`config.mk`:
```
export PLATFORM = sky130hd
export DESIGN_NAME = time_ordered_event_queue_core
export DESIGN_NICKNAME = d
export VERILOG_FILES = /design/src/toeq_pkg.sv /design/src/toeq_cell.sv /design/src/time_ordered_event_queue_core.sv
export SDC_FILE = /design/constraint.sdc
export NUM_CORES = 2
export LEC_CHECK = 0
export ABC_AREA = 1
export BUFFER_PORTS_ARGS = -buffer_cell sky130_fd_sc_hd__buf_2
export CAP_MARGIN = 5
export CORE_ASPECT_RATIO = 0.6
export CORE_MARGIN = 1
export CORE_UTILIZATION = 35
export CTS_CLUSTER_DIAMETER = 30
export DETAILED_ROUTE_END_ITERATION = 6
export GPL_ROUTABILITY_DRIVEN = 0
export SLEW_MARGIN = 20
export SYNTH_ARGS = -nofsm -noshare
export SYNTH_HDL_FRONTEND = slang
export SYNTH_HIERARCHICAL = 1
export SYNTH_SLANG_ARGS = --single-unit
export TNS_END_PERCENT = 50
```
`constraint.sdc`:
```
create_clock -name clk -period 9.7 [get_ports clk]
set_input_delay 0.485 -clock clk [delete_from_list [all_inputs] [get_ports clk]]
set_output_delay 0.485 -clock clk [all_outputs]
set_load 0.01 [all_outputs]
```
`src/toeq_pkg.sv`:
```
// ----------------------------------------------------------------------------
// toeq_pkg
// Shared types and codes for the time ordered event queue.
// ----------------------------------------------------------------------------
package toeq_pkg;

  localparam int DepthDefault = 16;

  localparam int DevW   = 8;
  localparam int CodeW  = 16;
  localparam int TimeW  = 32;
  localparam int KindW  = 2;
  localparam int StatW  = 2;
  localparam int CountW = 5;

  // Operation codes carried by the kind field
  localparam logic [KindW-1:0] KIND_INSERT = 2'd0;
  localparam logic [KindW-1:0] KIND_POP    = 2'd1;
  localparam logic [KindW-1:0] KIND_REMOVE = 2'd2;

  // Status codes of a result word
  localparam logic [StatW-1:0] ST_DONE    = 2'd0;
  localparam logic [StatW-1:0] ST_FULL    = 2'd1;
  localparam logic [StatW-1:0] ST_EMPTY   = 2'd2;
  localparam logic [StatW-1:0] ST_NOMATCH = 2'd3;

  typedef struct packed {
    logic [DevW-1:0]  dev;
    logic [CodeW-1:0] code;
    logic [TimeW-1:0] tstamp;
  } entry_t;

  // Broadcast command to every cell of the chain
  typedef struct packed {
    logic ins;   // insert the broadcast entry in order
    logic rem;   // close the gap from the right where flagged
  } cell_ctl_t;

endpackage

```
`src/toeq_cell.sv`:
```
// ----------------------------------------------------------------------------
// toeq_cell
// One slot of the sorted chain: holds an entry, compares it with the broadcast
// word and moves data to or from its neighbors.
// ----------------------------------------------------------------------------
module toeq_cell
  import toeq_pkg::*;
(
  input  logic      clk,
  input  cell_ctl_t ctl,
  input  logic      occ,
  input  entry_t    new_entry,
  input  entry_t    left_entry,
  input  logic      left_le,
  input  entry_t    right_entry,
  input  logic      rm_take,
  output entry_t    entry,
  output entry_t    entry_next,
  output logic      le,
  output logic      match
);

  assign le    = occ && (entry.tstamp <= new_entry.tstamp);
  assign match = occ && (entry.dev == new_entry.dev);

  always_comb begin
    entry_next = entry;
    if (ctl.ins) begin
      // keep while ours sorts first, load at the boundary, shift right past it
      if (!le) begin
        entry_next = left_le ? new_entry : left_entry;
      end
    end else if (ctl.rem) begin
      if (rm_take) begin
        entry_next = right_entry;
      end
    end
  end

  always_ff @(posedge clk) begin
    entry <= entry_next;
  end

endmodule

```
`src/time_ordered_event_queue_core.sv`:
```
// ----------------------------------------------------------------------------
// time_ordered_event_queue_core
// Bounded event queue kept in ascending time order by a chain of slot cells.
// ----------------------------------------------------------------------------
//
//  channel | words carried                                  | handshake
//  --------+------------------------------------------------+------------------
//  in      | kind, device_id, code_value, event_time        | in_valid/in_stall
//  out     | head_valid, head_device, head_code, head_time, | out_valid/out_stall
//          | entry_count, status                            |
//
// For each accepted word, every cell updates at the accepting edge
// and the result word is registered at that same edge, showing next cycle.
// A new word is taken every cycle as long as the result register drains; the
// single output register sets that figure.
// in_stall is high only while a result word waits under out_stall.
// Reset clears the fill count and the output valid; slot contents are left
// as they are and only slots below the count are ever shown.
// ----------------------------------------------------------------------------
module time_ordered_event_queue_core
  import toeq_pkg::*;
#(
  parameter int QUEUE_DEPTH = DepthDefault
) (
  input  logic              clk,
  input  logic              rst,
  input  logic              in_valid,
  output logic              in_stall,
  input  logic [KindW-1:0]  kind,
  input  logic [DevW-1:0]   device_id,
  input  logic [CodeW-1:0]  code_value,
  input  logic [TimeW-1:0]  event_time,
  output logic              out_valid,
  input  logic              out_stall,
  output logic              head_valid,
  output logic [DevW-1:0]   head_device,
  output logic [CodeW-1:0]  head_code,
  output logic [TimeW-1:0]  head_time,
  output logic [CountW-1:0] entry_count,
  output logic [StatW-1:0]  status
);

  localparam int CntW = $clog2(QUEUE_DEPTH + 1);
  localparam logic [CntW-1:0] FullCount = CntW'(QUEUE_DEPTH);

  logic [CntW-1:0] fill_level;
  logic [CntW-1:0] fill_level_next;
  logic            accept;
  logic            is_empty;
  logic            is_full;
  logic            any_match;
  logic [StatW-1:0] status_next;
  cell_ctl_t       ctl;
  entry_t          new_entry;

  entry_t                 cell_q [QUEUE_DEPTH];
  entry_t                 cell_d [QUEUE_DEPTH];
  logic [QUEUE_DEPTH-1:0] occ;
  logic [QUEUE_DEPTH-1:0] le_vec;
  logic [QUEUE_DEPTH-1:0] match_vec;
  logic [QUEUE_DEPTH-1:0] rm_vec;
  logic [QUEUE_DEPTH-1:0] below_vec;
  logic [QUEUE_DEPTH-1:0] take_vec;

  // hold the input while a result waits on a stalled output
  assign in_stall = out_valid && out_stall;
  assign accept   = in_valid && !in_stall;

  assign new_entry = '{dev: device_id, code: code_value, tstamp: event_time};

  assign is_empty  = (fill_level == '0);
  assign is_full   = (fill_level == FullCount);
  assign any_match = |match_vec;

  // pop removes slot 0; remove closes the gap at the first matching slot
  assign rm_vec    = (kind == KIND_POP) ? QUEUE_DEPTH'(1) : match_vec;
  // bits strictly below the lowest set bit; all ones when nothing is set
  assign below_vec = (rm_vec - QUEUE_DEPTH'(1)) & ~rm_vec;
  assign take_vec  = ~below_vec;

  always_comb begin
    ctl             = '0;
    status_next     = ST_DONE;
    fill_level_next = fill_level;
    case (kind)
      KIND_INSERT: begin
        if (is_full) begin
          status_next = ST_FULL;
        end else begin
          ctl.ins         = accept;
          fill_level_next = fill_level + CntW'(1);
        end
      end
      KIND_POP: begin
        if (is_empty) begin
          status_next = ST_EMPTY;
        end else begin
          ctl.rem         = accept;
          fill_level_next = fill_level - CntW'(1);
        end
      end
      KIND_REMOVE: begin
        if (is_empty) begin
          status_next = ST_EMPTY;
        end else if (!any_match) begin
          status_next = ST_NOMATCH;
        end else begin
          ctl.rem         = accept;
          fill_level_next = fill_level - CntW'(1);
        end
      end
      default: begin
        status_next = ST_DONE;
      end
    endcase
  end

  for (genvar i = 0; i < QUEUE_DEPTH; i++) begin : g_cell
    entry_t left_e;
    entry_t right_e;
    logic   left_le_i;

    assign occ[i] = (CntW'(i) < fill_level);

    if (i == 0) begin : g_first
      assign left_e    = new_entry;
      assign left_le_i = 1'b1;
    end else begin : g_mid
      assign left_e    = cell_q[i-1];
      assign left_le_i = le_vec[i-1];
    end

    if (i == QUEUE_DEPTH - 1) begin : g_last
      assign right_e = '0;
    end else begin : g_inner
      assign right_e = cell_q[i+1];
    end

    toeq_cell u_cell (
      .clk         (clk),
      .ctl         (ctl),
      .occ         (occ[i]),
      .new_entry   (new_entry),
      .left_entry  (left_e),
      .left_le     (left_le_i),
      .right_entry (right_e),
      .rm_take     (take_vec[i]),
      .entry       (cell_q[i]),
      .entry_next  (cell_d[i]),
      .le          (le_vec[i]),
      .match       (match_vec[i])
    );
  end

  always_ff @(posedge clk) begin
    if (rst) begin
      fill_level <= '0;
      out_valid  <= 1'b0;
    end else begin
      if (accept) begin
        fill_level <= fill_level_next;
        out_valid  <= 1'b1;
      end else if (!out_stall) begin
        out_valid  <= 1'b0;
      end
    end
  end

  // result payload: advance only on accept, hold otherwise
  always_ff @(posedge clk) begin
    if (accept) begin
      head_valid  <= (fill_level_next != '0);
      entry_count <= CountW'(fill_level_next);
      status      <= status_next;
      if (fill_level_next != '0) begin
        head_device <= cell_d[0].dev;
        head_code   <= cell_d[0].code;
        head_time   <= cell_d[0].tstamp;
      end else begin
        head_device <= '0;
        head_code   <= '0;
        head_time   <= '0;
      end
    end
  end

endmodule

```
==> out/qor.tcl <==
set qor(layoutNonFillerInstCount) 15200
set qor(criticalPathCategory) {register to register}
set qor(grt_usage_pct) 24.3
set qor(final_period_minus_worst_setup_slack_ns) 5.70
set qor(timing.critical_path.arrival_ns) 6.49
set qor(ioPinCount) 128
set qor(drc_errors) 0
set qor(post_route_cells_drive_above_1_share_pct) 6.07
set qor(slew_violations) 0
set qor(row_count) 133
set qor(tritoncts) {done}
set qor(number_of_failing_hold_endpoints_at_the_final_stage) 0
set qor(numCtsBuffers) 221
set qor(design.final.nets) 12700
set qor(gr-usage-met1_pct) 38.9
set qor(detail_route.iter0.violations) 10000
set qor(via_count_of_the_first_global_routing_pass) 72000
set qor(largest_net_degree_at_the_start_of_global_routing) 206
set qor(ctsRootBufferMaster) {clkbuf_16}
set qor(syn-cell-area_mm2) 0.0773
set qor(clk-insertion-delay-late_ns) 0.87
set qor(antenna_violations_before_repair) 16
set qor(post_drt_via_cell_ratio) 5.33
set qor(critical_path.startpoint_type) {register}
set qor(fp.dieW_um) 609
set qor(cts-htree-levels) 4
set qor(die_area_mm2) 0.223
set qor(core_region_area_mm2) 0.219
set qor(grt-busiest-layer) {met1}
set qor(hold-path-cell-count) 4
set qor(worst_ep_required_ns) 10.48
set qor(finalSetupTns_ns) 0
set qor(fin_crit_sh_pct) 58.8
set qor(pwr_density_cell_mw_per_mm2) 342
set qor(setup_violations) 0
set qor(finClkSkew_ns) 0.0969
set qor(final_ant_viol_nets) 0
set qor(drv_cap) 0
set qor(area.growth.synth_to_final_pct) 12.2
set qor(actual_slew_at_the_worst_max_slew_pin_ns) 1.21
set qor(drt-pass1-iter-count) 7
set qor(status) {completed}
set qor(cts_sinks) 966
set qor(timing.slew.headroom_pct) 19.1
set qor(grt_first_pass_wirelength_um) 434000
set qor(worstHoldPathType) {primary input to register}
set qor(groute.layer.met2.usage_pct) 30.5
set qor(layout.core_utilization_pct) 39.5
set qor(unrepaired_setup_endpoints_after_global_routing) {no}
set qor(dr_total_vias) 81000
set qor(power.leakage_nw) 43.1
set qor(cts_setup_buffers) 0
set qor(overflow) 0
set qor(global_route.usage.met3_pct) 7.32
set qor(final.fill_count) 23300
set qor(max-vdd-ir-drop_uv) 177
set qor(gate_count_of_the_mapped_netlist) 12400
set qor(detail_route.wirelength_um) 281000
set qor(floorplan.die.height_um) 366
set qor(mostFrequentLayoutCells) {nand2_1 (2991), nand3_1 (1862), inv_1 (1654), o21ai_0 (1518), a21oi_1 (1124)}
set qor(cts_resized) 0
set qor(clk_pin_slew_worst_paths_ns) 0.05
set qor(worst_r2r_path_depth) 20
set qor(buffer_ports.inserted) 127
set qor(yosysWarningCount) 6
set qor(critical_path_fanouts_max) 72
set qor(syn-mean-instance-area_um2) 6.24
set qor(timing.critical_path.to_type) {register}
set qor(cts_max_path_buffers) 4
set qor(max_freq_mhz) 175
set qor(initial_core_util_pct) 35.2
set qor(post-dp-hpwl_um) 201000
set qor(avgRoutedWirePerCell_um) 18.5
set qor(placed_cells) 14800
set qor(final_common_cell) {nand2_1}
[where the power goes]
part / total [mW] / leakage (nW) / internal, mW / switching, mW
clock: 7.79 / 3.72 / 5.25 / 2.54
sequential: 8.66 / 8.21 / 6.08 / 2.58
combinational: 13.2 / 31.1 / 4.77 / 8.42
total: 29.6 / 43.1 / 16.1 / 13.5
[area by class of cell]
| type | instances | area (µm²) | share of cell area [%] |
|---|---|---|---|
| tap | 2902 | 3630 | 4.19 |
| clock inverter | 102 | 1350 | 1.55 |
| multi-input combinational | 8953 | 47100 | 54.4 |
| inverter | 1686 | 6330 | 7.30 |
| antenna | 9 | 22.5 | 0.0260 |
| sequential | 966 | 20000 | 23.0 |
| clock buffer | 296 | 6240 | 7.20 |
| timing repair buffer | 277 | 2040 | 2.35 |
[through the flow]
stage	hold WS, ns	setup WS (ns)	instance area (µm²)	power, mW
2_1_floorplan	0.459	2.61	77500	17.8
3_3_place_gp	0.476	4.24	79000	21.3
3_5_place_dp	0.481	4.13	79000	21.4
4_1_cts	0.0558	4.09	86600	29.3
5_1_grt	0.0951	3.63	86700	32.0
6_report	0.0997	4.00	86700	29.6
[registers in the layout (all words and copies together) (netlist names)]
name,count
entry_count,5
out_valid,1
fill_level,5
head_time,32
g_cell.u_cell/entry,896
head_device,8
status,2
head_code,16
head_valid,1
[metal layers]
metal	up-vias	wire length, µm
li1	40300	-
met2	3464	98800
met4	6	5400
met5	-	73
met3	309	36100
met1	36900	140000
[final timing paths]
path	slack, ns	end	from
setup reg to reg	4.00	g_cell[14].u_cell/entry[7]$_DFF_P_	fill_level[2]$_SDFFE_PP0P_
setup / recovery	4.00	g_cell[14].u_cell/entry[7]$_DFF_P_	fill_level[2]$_SDFFE_PP0P_
hold / removal	0.1	fill_level[3]$_SDFFE_PP0P_	in_valid
hold reg to reg	0.49	g_cell[14].u_cell/entry[36]$_DFF_P_	g_cell[15].u_cell/entry[36]$_DFF_P_
[worst max-delay path, stage by stage (launching register included)]
cell,delay (ns)
dfxtp_1,0.50
inv_2,0.13
nand2_2,0.09
buf_4,0.25
inv_1,0.16
nand2_2,0.08
buf_4,0.66
o21ai_0,0.20
nor4_1,0.49
nor2_1,0.07
nand2_1,0.12
nor2_1,0.08
nand2_1,0.16
nand2_2,0.08
nand2_1,0.11
and3_2,0.91
nand2_4,0.48
buf_4,0.49
a21oi_1,0.23
o21ai_0,0.12
nand2_1,0.09
[what timing repair did]
action	CTS	global route
hold endpoints to repair	6	0
setup endpoints to repair	0	0
hold buffers	2	0
(Power assumes the default switching activity.)
